===== config.mk =====
export PLATFORM = sky130hd
export DESIGN_NAME = rcm_ctrl
export DESIGN_NICKNAME = d
export VERILOG_FILES = /design/src/rtl/rcm_pkg.sv /design/src/rtl/rcm_ctrl.sv
export SDC_FILE = /design/constraint.sdc
export NUM_CORES = 1
export LEC_CHECK = 0
export ABC_AREA = 0
export BUFFER_PORTS_ARGS = -buffer_cell sky130_fd_sc_hd__buf_2
export CORE_MARGIN = 5
export CORE_UTILIZATION = 43
export DETAILED_ROUTE_END_ITERATION = 10
export GPL_TIMING_DRIVEN = 0
export PLACE_DENSITY = 0.86
export SKIP_CTS_REPAIR_TIMING = 1
export SYNTH_ARGS = -nofsm -noshare
export SYNTH_HDL_FRONTEND = slang
export SYNTH_SLANG_ARGS = --single-unit

===== constraint.sdc =====
create_clock -name clk -period 1.77 [get_ports clk]
set_input_delay 0.0885 -clock clk [delete_from_list [all_inputs] [get_ports clk]]
set_output_delay 0.0885 -clock clk [all_outputs]
set_load 0.005 [all_outputs]

===== src/rtl/rcm_pkg.sv =====
// ----------------------------------------------------------------------------
// rcm_pkg
// Shared types and constants of the R-hat convergence monitor.
// ----------------------------------------------------------------------------
package rcm_pkg;

	localparam int X_W      = 48;   // Q32.16 sample and mean width
	localparam int IDX_W    = 6;    // chain_index field width
	localparam int THR_W    = 26;
	localparam int DRAWS_W  = 20;
	localparam int CHAINS_W = 7;
	localparam int CFG_W    = 26;   // widest register
	localparam int CFGI_W   = 2;
	localparam int RHAT_W   = 32;
	localparam int TOTAL_W  = 27;
	localparam int EVAL_W   = 32;

	localparam int NUM_W    = 128;  // divider numerator / quotient
	localparam int DEN_W    = 64;   // divider divisor
	localparam int MUL_W    = 49;   // magnitude of a 48-bit difference
	localparam int PROD_W   = 2 * MUL_W;
	localparam int SQ_IT    = 32;   // 64-bit root, two bits per step

	localparam logic [7:0] DIV_IT_SHORT = 8'd49;
	localparam logic [7:0] DIV_IT_HALF  = 8'd64;
	localparam logic [7:0] DIV_IT_FULL  = 8'd128;

	localparam logic OP_OBSERVE  = 1'b0;
	localparam logic OP_EVALUATE = 1'b1;

	localparam logic [CFGI_W-1:0] REG_THRESHOLD = 2'd0;
	localparam logic [CFGI_W-1:0] REG_MAX_DRAWS = 2'd1;
	localparam logic [CFGI_W-1:0] REG_CHAINS    = 2'd2;

	localparam logic [THR_W-1:0]    THRESHOLD_RST = 26'd16778893;
	localparam logic [DRAWS_W-1:0]  MAX_DRAWS_RST = 20'd100000;
	localparam logic [CHAINS_W-1:0] CHAINS_RST    = 7'd64;

	localparam logic [63:0] ONE_Q48   = 64'h0001_0000_0000_0000;
	localparam logic [63:0] T_LIMIT   = 64'hFFFE_FFFF_FFFF_FFFF;
	localparam logic [63:0] SQ_BIT0   = 64'h4000_0000_0000_0000;

	typedef enum logic [2:0] {
		DIV_OBS,
		DIV_MM,
		DIV_S2,
		DIV_VM,
		DIV_MV,
		DIV_T
	} div_sel_t;

	typedef enum logic {
		MUL_OBS,
		MUL_DM
	} mul_sel_t;

	typedef enum logic [4:0] {
		S_IDLE,
		S_DECODE,
		S_O_RD,
		S_O_DIV,
		S_O_MST,
		S_O_MUL,
		S_E1_RD,
		S_E1_ACC,
		S_E1_END,
		S_E_MM,
		S_E2_RD,
		S_E2_ST,
		S_E2_WT,
		S_E_VM,
		S_E_VMW,
		S_E_MV,
		S_E_MVW,
		S_E_CHK,
		S_E_TW,
		S_E_TCHK,
		S_E_SQ,
		S_FIN
	} state_t;

	typedef struct packed {
		logic     capture;
		logic     ram_rd;
		logic     idx_clr;
		logic     idx_inc;
		logic     acc_clr;
		logic     p1_acc;
		logic     div_start;
		div_sel_t div_sel;
		logic     mul_start;
		mul_sel_t mul_sel;
		logic     mean_upd;
		logic     obs_write;
		logic     mm_latch;
		logic     p2_acc;
		logic     vm_latch;
		logic     mv_latch;
		logic     t_latch;
		logic     rhat_sat;
		logic     sqrt_start;
		logic     finish;
	} cmd_t;

	typedef struct packed {
		logic op;
		logic obs_ign;
		logic rd_full;
		logic idx_last;
		logic div_busy;
		logic mul_busy;
		logic sqrt_busy;
		logic ev_valid;
		logic vm_big;
		logic t_big;
		logic out_busy;
	} status_t;

endpackage


===== src/rtl/rcm_ctrl.sv =====
// ----------------------------------------------------------------------------
// rcm_ctrl
// Sequencer for observe updates and the two-pass evaluate walk.
// ----------------------------------------------------------------------------
module rcm_ctrl import rcm_pkg::*; (
	input  logic    clk,
	input  logic    arst_n,
	input  logic    item_valid,
	input  status_t st,
	output logic    item_ready,
	output cmd_t    cmd
);

	state_t state_q, state_d;

	always_ff @(posedge clk or negedge arst_n) begin
		if (!arst_n) begin
			state_q <= S_IDLE;
		end else begin
			state_q <= state_d;
		end
	end

	always_comb begin
		state_d = state_q;
		case (state_q)
			S_IDLE: if (item_valid) state_d = S_DECODE;
			S_DECODE: begin
				if (st.op == OP_OBSERVE) begin
					state_d = st.obs_ign ? S_IDLE : S_O_RD;
				end else begin
					state_d = S_E1_RD;
				end
			end
			S_O_RD:  state_d = st.rd_full ? S_IDLE : S_O_DIV;
			S_O_DIV: if (!st.div_busy) state_d = S_O_MST;
			S_O_MST: state_d = S_O_MUL;
			S_O_MUL: if (!st.mul_busy) state_d = S_IDLE;
			S_E1_RD:  state_d = S_E1_ACC;
			S_E1_ACC: state_d = st.idx_last ? S_E1_END : S_E1_RD;
			S_E1_END: state_d = st.ev_valid ? S_E_MM : S_FIN;
			S_E_MM:  if (!st.div_busy) state_d = S_E2_RD;
			S_E2_RD: state_d = S_E2_ST;
			S_E2_ST: state_d = S_E2_WT;
			S_E2_WT: begin
				if (!st.div_busy && !st.mul_busy) begin
					state_d = st.idx_last ? S_E_VM : S_E2_RD;
				end
			end
			S_E_VM:  state_d = S_E_VMW;
			S_E_VMW: if (!st.div_busy) state_d = S_E_MV;
			S_E_MV:  state_d = S_E_MVW;
			S_E_MVW: if (!st.div_busy) state_d = S_E_CHK;
			S_E_CHK: begin
				if (!st.ev_valid || st.vm_big) begin
					state_d = S_FIN;
				end else begin
					state_d = S_E_TW;
				end
			end
			S_E_TW:   if (!st.div_busy) state_d = S_E_TCHK;
			S_E_TCHK: state_d = st.t_big ? S_FIN : S_E_SQ;
			S_E_SQ:   if (!st.sqrt_busy) state_d = S_FIN;
			S_FIN:    if (!st.out_busy) state_d = S_IDLE;
			default:  state_d = S_IDLE;
		endcase
	end

	always_comb begin
		cmd        = '0;
		item_ready = 1'b0;
		case (state_q)
			S_IDLE: begin
				item_ready  = 1'b1;
				cmd.capture = item_valid;
			end
			S_DECODE: begin
				if (st.op == OP_OBSERVE) begin
					cmd.ram_rd = !st.obs_ign;
				end else begin
					cmd.idx_clr = 1'b1;
					cmd.acc_clr = 1'b1;
				end
			end
			S_O_RD: begin
				cmd.div_start = !st.rd_full;
				cmd.div_sel   = DIV_OBS;
			end
			S_O_DIV: cmd.mean_upd = !st.div_busy;
			S_O_MST: begin
				cmd.mul_start = 1'b1;
				cmd.mul_sel   = MUL_OBS;
			end
			S_O_MUL: cmd.obs_write = !st.mul_busy;
			S_E1_RD: cmd.ram_rd = 1'b1;
			S_E1_ACC: begin
				cmd.p1_acc  = 1'b1;
				cmd.idx_inc = !st.idx_last;
			end
			S_E1_END: begin
				cmd.div_start = st.ev_valid;
				cmd.div_sel   = DIV_MM;
			end
			S_E_MM: begin
				cmd.mm_latch = !st.div_busy;
				cmd.idx_clr  = !st.div_busy;
			end
			S_E2_RD: cmd.ram_rd = 1'b1;
			S_E2_ST: begin
				cmd.mul_start = 1'b1;
				cmd.mul_sel   = MUL_DM;
				cmd.div_start = 1'b1;
				cmd.div_sel   = DIV_S2;
			end
			S_E2_WT: begin
				if (!st.div_busy && !st.mul_busy) begin
					cmd.p2_acc  = 1'b1;
					cmd.idx_inc = !st.idx_last;
				end
			end
			S_E_VM: begin
				cmd.div_start = 1'b1;
				cmd.div_sel   = DIV_VM;
			end
			S_E_VMW: cmd.vm_latch = !st.div_busy;
			S_E_MV: begin
				cmd.div_start = 1'b1;
				cmd.div_sel   = DIV_MV;
			end
			S_E_MVW: cmd.mv_latch = !st.div_busy;
			S_E_CHK: begin
				if (st.ev_valid && st.vm_big) begin
					cmd.rhat_sat = 1'b1;
				end else if (st.ev_valid) begin
					cmd.div_start = 1'b1;
					cmd.div_sel   = DIV_T;
				end
			end
			S_E_TW: cmd.t_latch = !st.div_busy;
			S_E_TCHK: begin
				cmd.rhat_sat   = st.t_big;
				cmd.sqrt_start = !st.t_big;
			end
			S_FIN: cmd.finish = !st.out_busy;
			default: cmd = '0;
		endcase
	end

endmodule


-- Yosys cells after proc, flatten, opt, wreduce, memory -nomap -nowiden
Index checks and enable logic that the tools add are counted.
- flip-flop bits (word level): 5
- memory bits (read-only): 0
- memories kept: 0
- output and inout port bits: 23
- bits of input ports: 14
- memory bits (writable): 0
- bits in latches: 0
- word-level logic and storage cells: 91
- div/mod/pow operators: 0
- shifts and indexed selects: 0
- order comparisons: 0
- equal/unequal tests: 31
- mux-type cells: 45
- add/subtract/negate cells: 0
- bitwise gates (word level): 0
- reduce and logical (&&, ||, !) cells: 14
- multiply operators: 0
- operators by type and width (operator ; number):
    one-hot mux 5 bit (22 select lines) ; 1
    2-to-1 mux 5 bit ; 11
    == test 5 x 4 -> 1 bit, second input constant ; 8
    == test 5 bit, second input constant ; 6
    one-hot mux 4 bit (6 select lines) ; 1
    == test 5 x 3 -> 1 bit, second input constant ; 4
    inequality test 2 bit, second input constant ; 10
    2-to-1 mux 1 bit ; 19
    2-to-1 mux 4 bit ; 3
    == test 5 x 2 -> 1 bit, second input constant ; 2
    AND reduction 10 bit ; 1
    2-to-1 mux 3 bit ; 3
    zero test 1 bit ; 8
    one-hot mux 1 bit (2 select lines) ; 4
    == test 5 x 1 -> 1 bit, second input constant ; 1
    zero test 5 bit ; 1
    2-to-1 mux 2 bit ; 2
    one-hot mux 2 bit (2 select lines) ; 1
    logical AND 1 bit ; 2
    OR reduction 2 bit ; 1
    logical OR 1 bit ; 1

-- Logic depth before layout (Yosys ltp)
Gate-level depths: netlist (run 1).
- depth after elaboration: 4
- mapped depth: 7
- depth with buffers taken out: 5

-- Worst setup path after synthesis (run 1)
Ideal clock, no wire load.
- kind: register to register
- start point: register state_q[3]
- end point: register state_q[2]
- stages on the path, launching flop included: 7
- path slack: 0.024 ns
- buffers on the path: 1
- data required time: 1.645 ns
- clock period less this slack: 1.746 ns
- arrival: 1.621 ns
- library setup time: 0.125 ns
- cells stage by stage: dfrtp_1 -> or3b_1 -> buf_2 -> o22ai_1 -> o211ai_2 -> nand2_2 -> mux2_2
- word-level cells in the longest chain between the ends: 3
- elaborated cells between the ends (all ways): 34
- classes of those cells: 31 x eq/ne; 1 x mux; 2 x reduce/logical
- ends and longest elaborated chain (what ; line ; source):
    from (decl) ; rcm_ctrl.sv:14 ; state_t state_q, state_d;
    from (signal assigned) ; rcm_ctrl.sv:20 ; state_q <= state_d;
    == test 5 x 4 -> 1 bit (tied with other cells) ; rcm_ctrl.sv:26 ; case (state_q)
    inequality test 2 bit (no source line) ; -- ;
    AND reduction 10 bit (no source line) ; -- ;
Parallel ways exist; a longest one is shown, timed or not.
A chain may end at the register's enable or synchronous reset.

==> flow_summary.toml, run 1 <==
[outcome]
status = "finished with violations"
failed_checks = "negative setup slack"

[sta]
slew_viol_final = 0
max_freq_mhz = 545
skew_ps = 5.02
timing.final.crit_period_ps = 1840
fin_crit_sh_pct = 104
maxSlewHeadroom_pct = 66.7
rsz0062_at_grt = "yes"
worstMarginPinSlew_ps = 500
setup_tns_ps = -221
setup_viol = 5
setup_slack_ps = -66.3
hold_viol_final = 0

[final_layout]
multi_input_area_um2 = 754
area_growth_pct = 43.4
reg.largest.list = "state_q: 5 flops"
final_layout_size_suffix_gt1_share_pct = 42.3
fill_cells = 186
stdcell_count = 202
seqCellArea_um2 = 128
postLayoutCoreUtil_pct = 64.2
top_register = "state_q"
antenna_cells = 0
nets = 190
largest_reg_flops = 5

[route]
ant_nets = 0
drc = 0
wl_per_cell_um = 14.7
vias = 1183
viasPerCell = 5.86
drt-pass1-iter-count = 4
wl_um = 2970
drt_iter0_drc = 42

[power_and_ir_drop]
p_leak_nw = 0.585
powerDensity_mw_per_mm2 = 1330
ir_worst_vdd_mv = 0.649
power_mw = 1.68

[place]
hpwl_um = 2110
portBuffers = 35
placed_cells = 194
gp_congestion = 0.960
place_ws_ps = -114

[clock_tree]
path_clk_slew_ps = 40
cts_buffers = 3
clock-sinks = 5
cts_tree = "built"
clk_path_buf_depth = 2
clk_latency_ps = 240
root_buffer = "clkbuf_4"
htreeDepth = 1

[hold_path]
hp-class = "input port to asynchronous set/reset pin"

[grt]
grt_pass1_wl_um = 4290
grt_pass1_vias = 938
gr-total-overflow = 0
grt_max_degree = 11
antenna_found_initial = 0
grt_usage_pct = 19.0

[critical_path]
end_kind = "output port"
cp.required_ps = 1680
r2r_cells = 6
worstSetupPathType = "register to output port"
cp_max_fo = 7
start_kind = "register"
arrival_ps = 1750

[die]
start_util_pct = 44.8
fp.dieH_um = 55.2
rows = 16
core_mm2 = 0.00196
io_pins = 37
dieArea_mm2 = 0.00305
die_w_um = 55.2

[synth]
yosysSeqAreaShare_pct = 14.2
syn_avg_cell_area_um2 = 6.65
syn_nets = 146
yosysUniqueCellTypes = 47
synth_edf_count = 0
synth_seq_cells = 5
syn_area_um2 = 878
yosysWarningCount = 0
synth-async-reset-ratio_pct = 100
synth_top_flop_cell = "dfrtp_1"
netlist_instances = 132

[job]
drv_cap = 0
==> layout make-up <==
class                   count  share of cell area [%]
clock buffers               4                    2.09
plain buffers              12                    6.36
inverters                   6                    1.79
repair buffers             40                    17.1
well taps                  27                    2.68
flip-flops and latches      5                    10.1
multi-input cells         108                    59.9
==> cells in the mapped netlist, types with 3 or more instances <==
| cell | number | share of area, % |
|---|---|---|
| a21oi_1 | 5 | 2.8 |
| nand2_1 | 8 | 3.4 |
| clkbuf_1 | 3 | 1.3 |
| and2_1 | 3 | 2.1 |
| nor4_1 | 6 | 4.3 |
| dfrtp_1 | 5 | 14 |
| nor3_1 | 15 | 8.5 |
| inv_1 | 6 | 2.6 |
| buf_1 | 3 | 1.3 |
| or2_1 | 3 | 2.1 |
| buf_2 | 6 | 3.4 |
| or3_1 | 3 | 2.1 |
| nor2_1 | 12 | 5.1 |
| o21ai_0 | 8 | 4.6 |
| nand2b_1 | 7 | 5.0 |
==> worst paths after layout <==
path                                         from                endpoint  slack [ps]
min in group clk                            st[1]  state_q[0]$_DFFE_PN0P_         290
max reg2reg                state_q[2]$_DFFE_PN0P_  state_q[2]$_DFFE_PN0P_         -40
max in group asynchronous                  arst_n  state_q[3]$_DFFE_PN0P_        1430
min reg2reg                state_q[1]$_DFFE_PN0P_  state_q[1]$_DFFE_PN0P_         960
max                        state_q[2]$_DFFE_PN0P_                 cmd[12]         -70
min                                        arst_n  state_q[4]$_DFFE_PN0P_         200
==> layer usage <==
layer,vias up,wire (um),track usage (%)
li1,573,-,-
met3,4,259,1.07
met1,547,1290,25.6
met2,59,1390,32.1
met5,-,0,0
met4,0,26,6.07
==> placed cells by master (no fill, tap or decap), drive strengths merged, types with 2 or more instances in the layout <==
cell type | netlist | final
nor4 | 6 | 6
o21ai | 10 | 10
nand2b | 7 | 7
o22ai | 2 | 2
mux2i | 2 | 2
o211ai | 3 | 3
buf | 10 | 46
dfrtp | 5 | 5
or2 | 3 | 3
clkbuf | 3 | 9
nand2 | 9 | 9
mux2 | 2 | 2
inv | 6 | 6
nand3 | 2 | 2
nor3 | 15 | 15
a21oi | 5 | 5
and2 | 3 | 3
nor2 | 12 | 12
nor3b | 2 | 2
nor2b | 2 | 2
or3 | 4 | 4
==> stage by stage <==
step	instance area [um^2]	hold slack (ps)
2_1_floorplan	878	-207
3_3_place_gp	1090	-101
3_5_place_dp	1090	-97.6
4_1_cts	1110	-350
5_1_grt	1260	195
6_report	1260	197
==> kinds of logic (layout without fill, tap and decap cells) <==
| group | after synthesis | count (layout) | synth area share [%] |
|---|---|---|---|
| buf+inv | 19 | 62 | 9.40 |
| simple gates | 68 | 68 | 42.2 |
| flops | 5 | 5 | 14.2 |
| mux | 4 | 4 | 4.84 |
| xor+xnor | 2 | 2 | 1.99 |
| compound gates | 34 | 34 | 27.4 |
==> critical path, stage by stage (launching register included) <==
cell     delay [ps]
dfrtp_1         390
or3b_1          390
buf_6           150
or3_4           360
o41ai_2          60
buf_2           150
==> where the power goes <==
group / leakage (nW) / internal, mW / total, mW / switching [mW]
Clock: 0.0150 / 0.0850 / 0.128 / 0.0432
Combinational: 0.509 / 0.569 / 1.33 / 0.761
Sequential: 0.0615 / 0.161 / 0.218 / 0.0563
(Power assumes the default switching activity.)
==> run 2, diff against run 1 <==
MAX_ROUTING_LAYER = met4   (was unset)
PLACE_DENSITY = 0.76   (was 0.86)
==> run 2 against run 1 <==
  * The run still ends with negative setup slack left
  * Non-clock buffer count rose by 11
  * Largest cell class unchanged
  * Clock power rose by 9%
  * Die area did not move
  * Sequential cell count did not move
  * Clock skew rose by 6.3 ps
  * Clock-buffer cell count did not move
  * Sequential share of layout area fell by 1.4 points
  * Worst hold slack got worse by 19 ps
  * Combinational power rose by 26%
==> flow_summary.toml, run 2 (synthesis gave the netlist of run 1 again) <==
[sta]
setup_slack_ps = -108
worstMarginPinSlew_ps = 536
rsz0062_at_grt = "yes"
setup_viol = 12
timing.final.crit_period_ps = 1880
slew_viol_final = 0
fin_crit_sh_pct = 106
skew_ps = 11.3
maxSlewHeadroom_pct = 64.3
hold_viol_final = 0
max_freq_mhz = 533

[grt]
grt_pass1_vias = 964
grt_usage_pct = 19.9
antenna_found_initial = 0
grt_max_degree = 11
grt_pass1_wl_um = 4380
gr-total-overflow = 0

[clock_tree]
cts_buffers = 3
clk_path_buf_depth = 2
clock-sinks = 5
clk_latency_ps = 260
path_clk_slew_ps = 50
htreeDepth = 1
root_buffer = "clkbuf_4"
cts_tree = "built"

[die]
rows = 16
io_pins = 37
die_w_um = 55.2
start_util_pct = 44.8
fp.dieH_um = 55.2
dieArea_mm2 = 0.00305
core_mm2 = 0.00196

[route]
vias = 1339
viasPerCell = 6.29
wl_per_cell_um = 17.1
drt-pass1-iter-count = 5
drc = 0
drt_iter0_drc = 84
ant_nets = 0
wl_um = 3650

[critical_path]
crit_path_start = "state_q[3]$_DFFE_PN0P_"
end_kind = "register"
start_kind = "register"
cp.required_ps = 1900
r2r_end = "state_q[2]$_DFFE_PN0P_"
r2r_cells = 7
arrival_ps = 2000
reg2reg_slack_ps = -110
timing.rr.start = "state_q[3]$_DFFE_PN0P_"
worstSetupPathType = "register to register"
cp_max_fo = 8

[hold_path]
hp-class = "input port to asynchronous set/reset pin"

[final_layout]
final_layout_size_suffix_gt1_share_pct = 51.6
area_growth_pct = 64.0
stdcell_count = 213
largest_reg_flops = 5
antenna_cells = 0
fill_cells = 148
nets = 201
reg.largest.list = "state_q: 5 flops"
fin_area_mm2 = 0.00144
final_common_cell = "buf_2"
top_register = "state_q"
final_cell_mix = "37 x buf_2, 16 x buf_4, 12 x nor2_1"

[job]
drv_cap = 0

[outcome]
failed_checks = "negative setup slack"
status = "finished with violations"

[power_and_ir_drop]
powerDensity_mw_per_mm2 = 1400
p_leak_nw = 0.662
power_mw = 2.01
ir_worst_vdd_mv = 0.689

[place]
place_ws_ps = -119
gp_congestion = 0.974
placed_area_mm2 = 0.00109
hpwl_um = 2120
placed_cells = 194
portBuffers = 35
run 2: metal layers:
layer	part of all wire, %	routed length, um	track usage, %
met5	0	0	-
met4	3.3	120	6.88
met3	11	385	1.88
met2	47	1720	33.9
met1	39	1420	24.6
run 2: worst max-delay path by stage:
| stage | endpoint | slack, ps |
|---|---|---|
| detailed placement | state_q[4]$_DFFE_PN0P_ | -120 |
| CTS | cmd[0] | -390 |
| global placement | state_q[2]$_DFFE_PN0P_ | -110 |
| floorplan | state_q[2]$_DFFE_PN0P_ | 20 |
| finish | state_q[2]$_DFFE_PN0P_ | -110 |
| global route | state_q[2]$_DFFE_PN0P_ | -140 |
run 2: through the flow:
step	TNS (ps)	hold slack, ps	util [%]
finish	-701	178	73.4
global route	-1420	211	73.4
CTS	-3550	-364	56.8
detailed placement	-437	-95.5	55.4
global placement	-307	-101	55.4
floorplan	0	-207	-
run 2: critical path: stages, from the launching register on:
cell and delay, ps:
dfrtp_2 420, buf_4 150, or2_1 250, buf_6 160
o22ai_2 160, o211ai_2 120, nand2_2 150, mux2_2 340
run 2: layout make-up:
cell class | count | area (um^2) | share of cell area [%]
buffer | 13 | 95.1 | 6.60
clock buffer | 4 | 26.3 | 1.82
tap | 27 | 33.8 | 2.35
sequential | 5 | 126 | 8.77
inverter | 6 | 22.5 | 1.56
timing repair buffer | 50 | 294 | 20.4
multi-input combinational | 108 | 842 | 58.5
run 2: power breakdown:
group          internal [mW]  leakage (nW)  switching [mW]
sequential             0.160        0.0629          0.0319
combinational          0.735         0.584           0.946
clock                 0.0856        0.0150          0.0537
==> run 3, diff against run 2 <==
REMOVE_ABC_BUFFERS = 1   (was unset)
==> run 3 against run 2 <==
  * The flow still finishes with violations (negative setup slack)
  * Core utilization decreased by 6.4 points
  * Combinational power is 12% lower
  * Cell area is 8.7% lower
  * Clock power rose by 18%
  * Clock-buffer cell count unchanged
  * Worst hold slack lost 11 ps
  * Global-route usage decreased by 0.55 points
  * Sequential share of layout area increased by 1.8 points
  * Final cell count fell by 2.8%
  * Critical path type is now register to output port
==> flow_summary.toml, run 3 (synthesis gave the netlist of run 1 again) <==
[outcome]
status = "finished with violations"
failed_checks = "negative setup slack"

[power_and_ir_drop]
p_leak_nw = 0.613
power_mw = 1.92
powerDensity_mw_per_mm2 = 1460
ir_worst_vdd_mv = 0.739

[final_layout]
fill_cells = 165
final_layout_size_suffix_gt1_share_pct = 46.1
fin_area_mm2 = 0.00132
reg.largest.list = "state_q: 5 flops"
antenna_cells = 0
final_common_cell = "buf_2"
largest_reg_flops = 5
nets = 195
area_growth_pct = 49.7
final_cell_mix = "37 x buf_2, 15 x buf_4, 12 x nor3_1, 12 x nor2_1, 8 x o21ai_0"
top_register = "state_q"

[critical_path]
worstSetupPathType = "register to output port"
cp_max_fo = 8
start_kind = "register"
end_kind = "output port"
arrival_ps = 1880
cp.required_ps = 1680

[clock_tree]
cts_buffers = 3
root_buffer = "clkbuf_4"
cts_tree = "built"
clk_latency_ps = 270
clk_path_buf_depth = 2
htreeDepth = 1
path_clk_slew_ps = 60
clock-sinks = 5

[die]
start_util_pct = 44.8
fp.dieH_um = 55.2
rows = 16
io_pins = 37
core_mm2 = 0.00196
die_w_um = 55.2
dieArea_mm2 = 0.00305

[sta]
setup_slack_ps = -196
timing.final.crit_period_ps = 1970
rsz0062_at_grt = "yes"
hold_viol_final = 0
max_freq_mhz = 509
fin_crit_sh_pct = 111
maxSlewHeadroom_pct = 76.2
slew_viol_final = 0
whs_ps = 166
skew_ps = 2.60
setup_viol = 7
setup_tns_ps = -832
worstMarginPinSlew_ps = 357

[route]
drc = 0
viasPerCell = 6.43
drt_iter0_drc = 70
drt-pass1-iter-count = 4
vias = 1332
ant_nets = 0
wl_um = 3860
wl_per_cell_um = 18.7

[place]
gp_congestion = 0.860
placed_area_mm2 = 0.00103
hpwl_um = 1970
portBuffers = 36

[grt]
grt_max_degree = 33
gr-total-overflow = 0
antenna_found_initial = 0
grt_usage_pct = 19.4
grt_pass1_wl_um = 4290
grt_pass1_vias = 946

[job]
drv_cap = 0

[hold_path]
hp-class = "input port to asynchronous set/reset pin"
[run 3: through the flow]
| step | util [%] | worst slack [ps] | instances |
|---|---|---|---|
| 6_report | 67.0 | -196 | 207 |
| 5_1_grt | 67.0 | -212 | 207 |
| 4_1_cts | 54.0 | -750 | 186 |
| 3_5_place_dp | 52.6 | -673 | 182 |
| 3_3_place_gp | 52.6 | -596 | 182 |
| 2_1_floorplan | - | -322 | 119 |
[run 3: path summary, 6_finish.rpt]
check	from	endpoint	slack, ps	cells after the start
setup / recovery	state_q[2]$_DFFE_PN0P_	cmd[12]	-200	4
hold / removal	arst_n	state_q[2]$_DFFE_PN0P_	170	2
setup reg to reg	state_q[2]$_DFFE_PN0P_	state_q[2]$_DFFE_PN0P_	-90	5
hold reg to reg	state_q[4]$_DFFE_PN0P_	state_q[3]$_DFFE_PN0P_	830	2
max in group asynchronous	arst_n	state_q[0]$_DFFE_PN0P_	1450	2
min in group clk	st[1]	state_q[0]$_DFFE_PN0P_	270	4
[run 3: worst max-delay path, cell delays in order (launching register included)]
cell     delay, ps
dfrtp_4        510
or3b_4         470
or3_4          390
o41ai_2         60
buf_2          160
[run 3: area by class of cell]
class | instances | area, um^2 | share of cell area (%)
Sequential cell | 5 | 139 | 10.6
Tap cell | 27 | 33.8 | 2.57
Clock buffer | 4 | 26.3 | 2.00
Multi-Input combinational cell | 108 | 751 | 57.1
Timing Repair Buffer | 57 | 343 | 26.1
Inverter | 6 | 22.5 | 1.71
[run 3: where the power goes]
group | leakage [nW] | internal (mW) | total, mW | switching (mW)
Clock | 0.0150 | 0.0872 | 0.164 | 0.0764
Sequential | 0.0576 | 0.180 | 0.284 | 0.103
Combinational | 0.540 | 0.666 | 1.48 | 0.812
[run 3: routing by layer]
| layer | share of wire [%] | up-vias | GRT usage [%] |
|---|---|---|---|
| met3 | 9.5 | 26 | 1.88 |
| met4 | 4.8 | 0 | 5.26 |
| met1 | 36 | 625 | 23.6 |
| met5 | 0 | - | - |
| met2 | 49 | 99 | 33.9 |
| li1 | - | 582 | - |
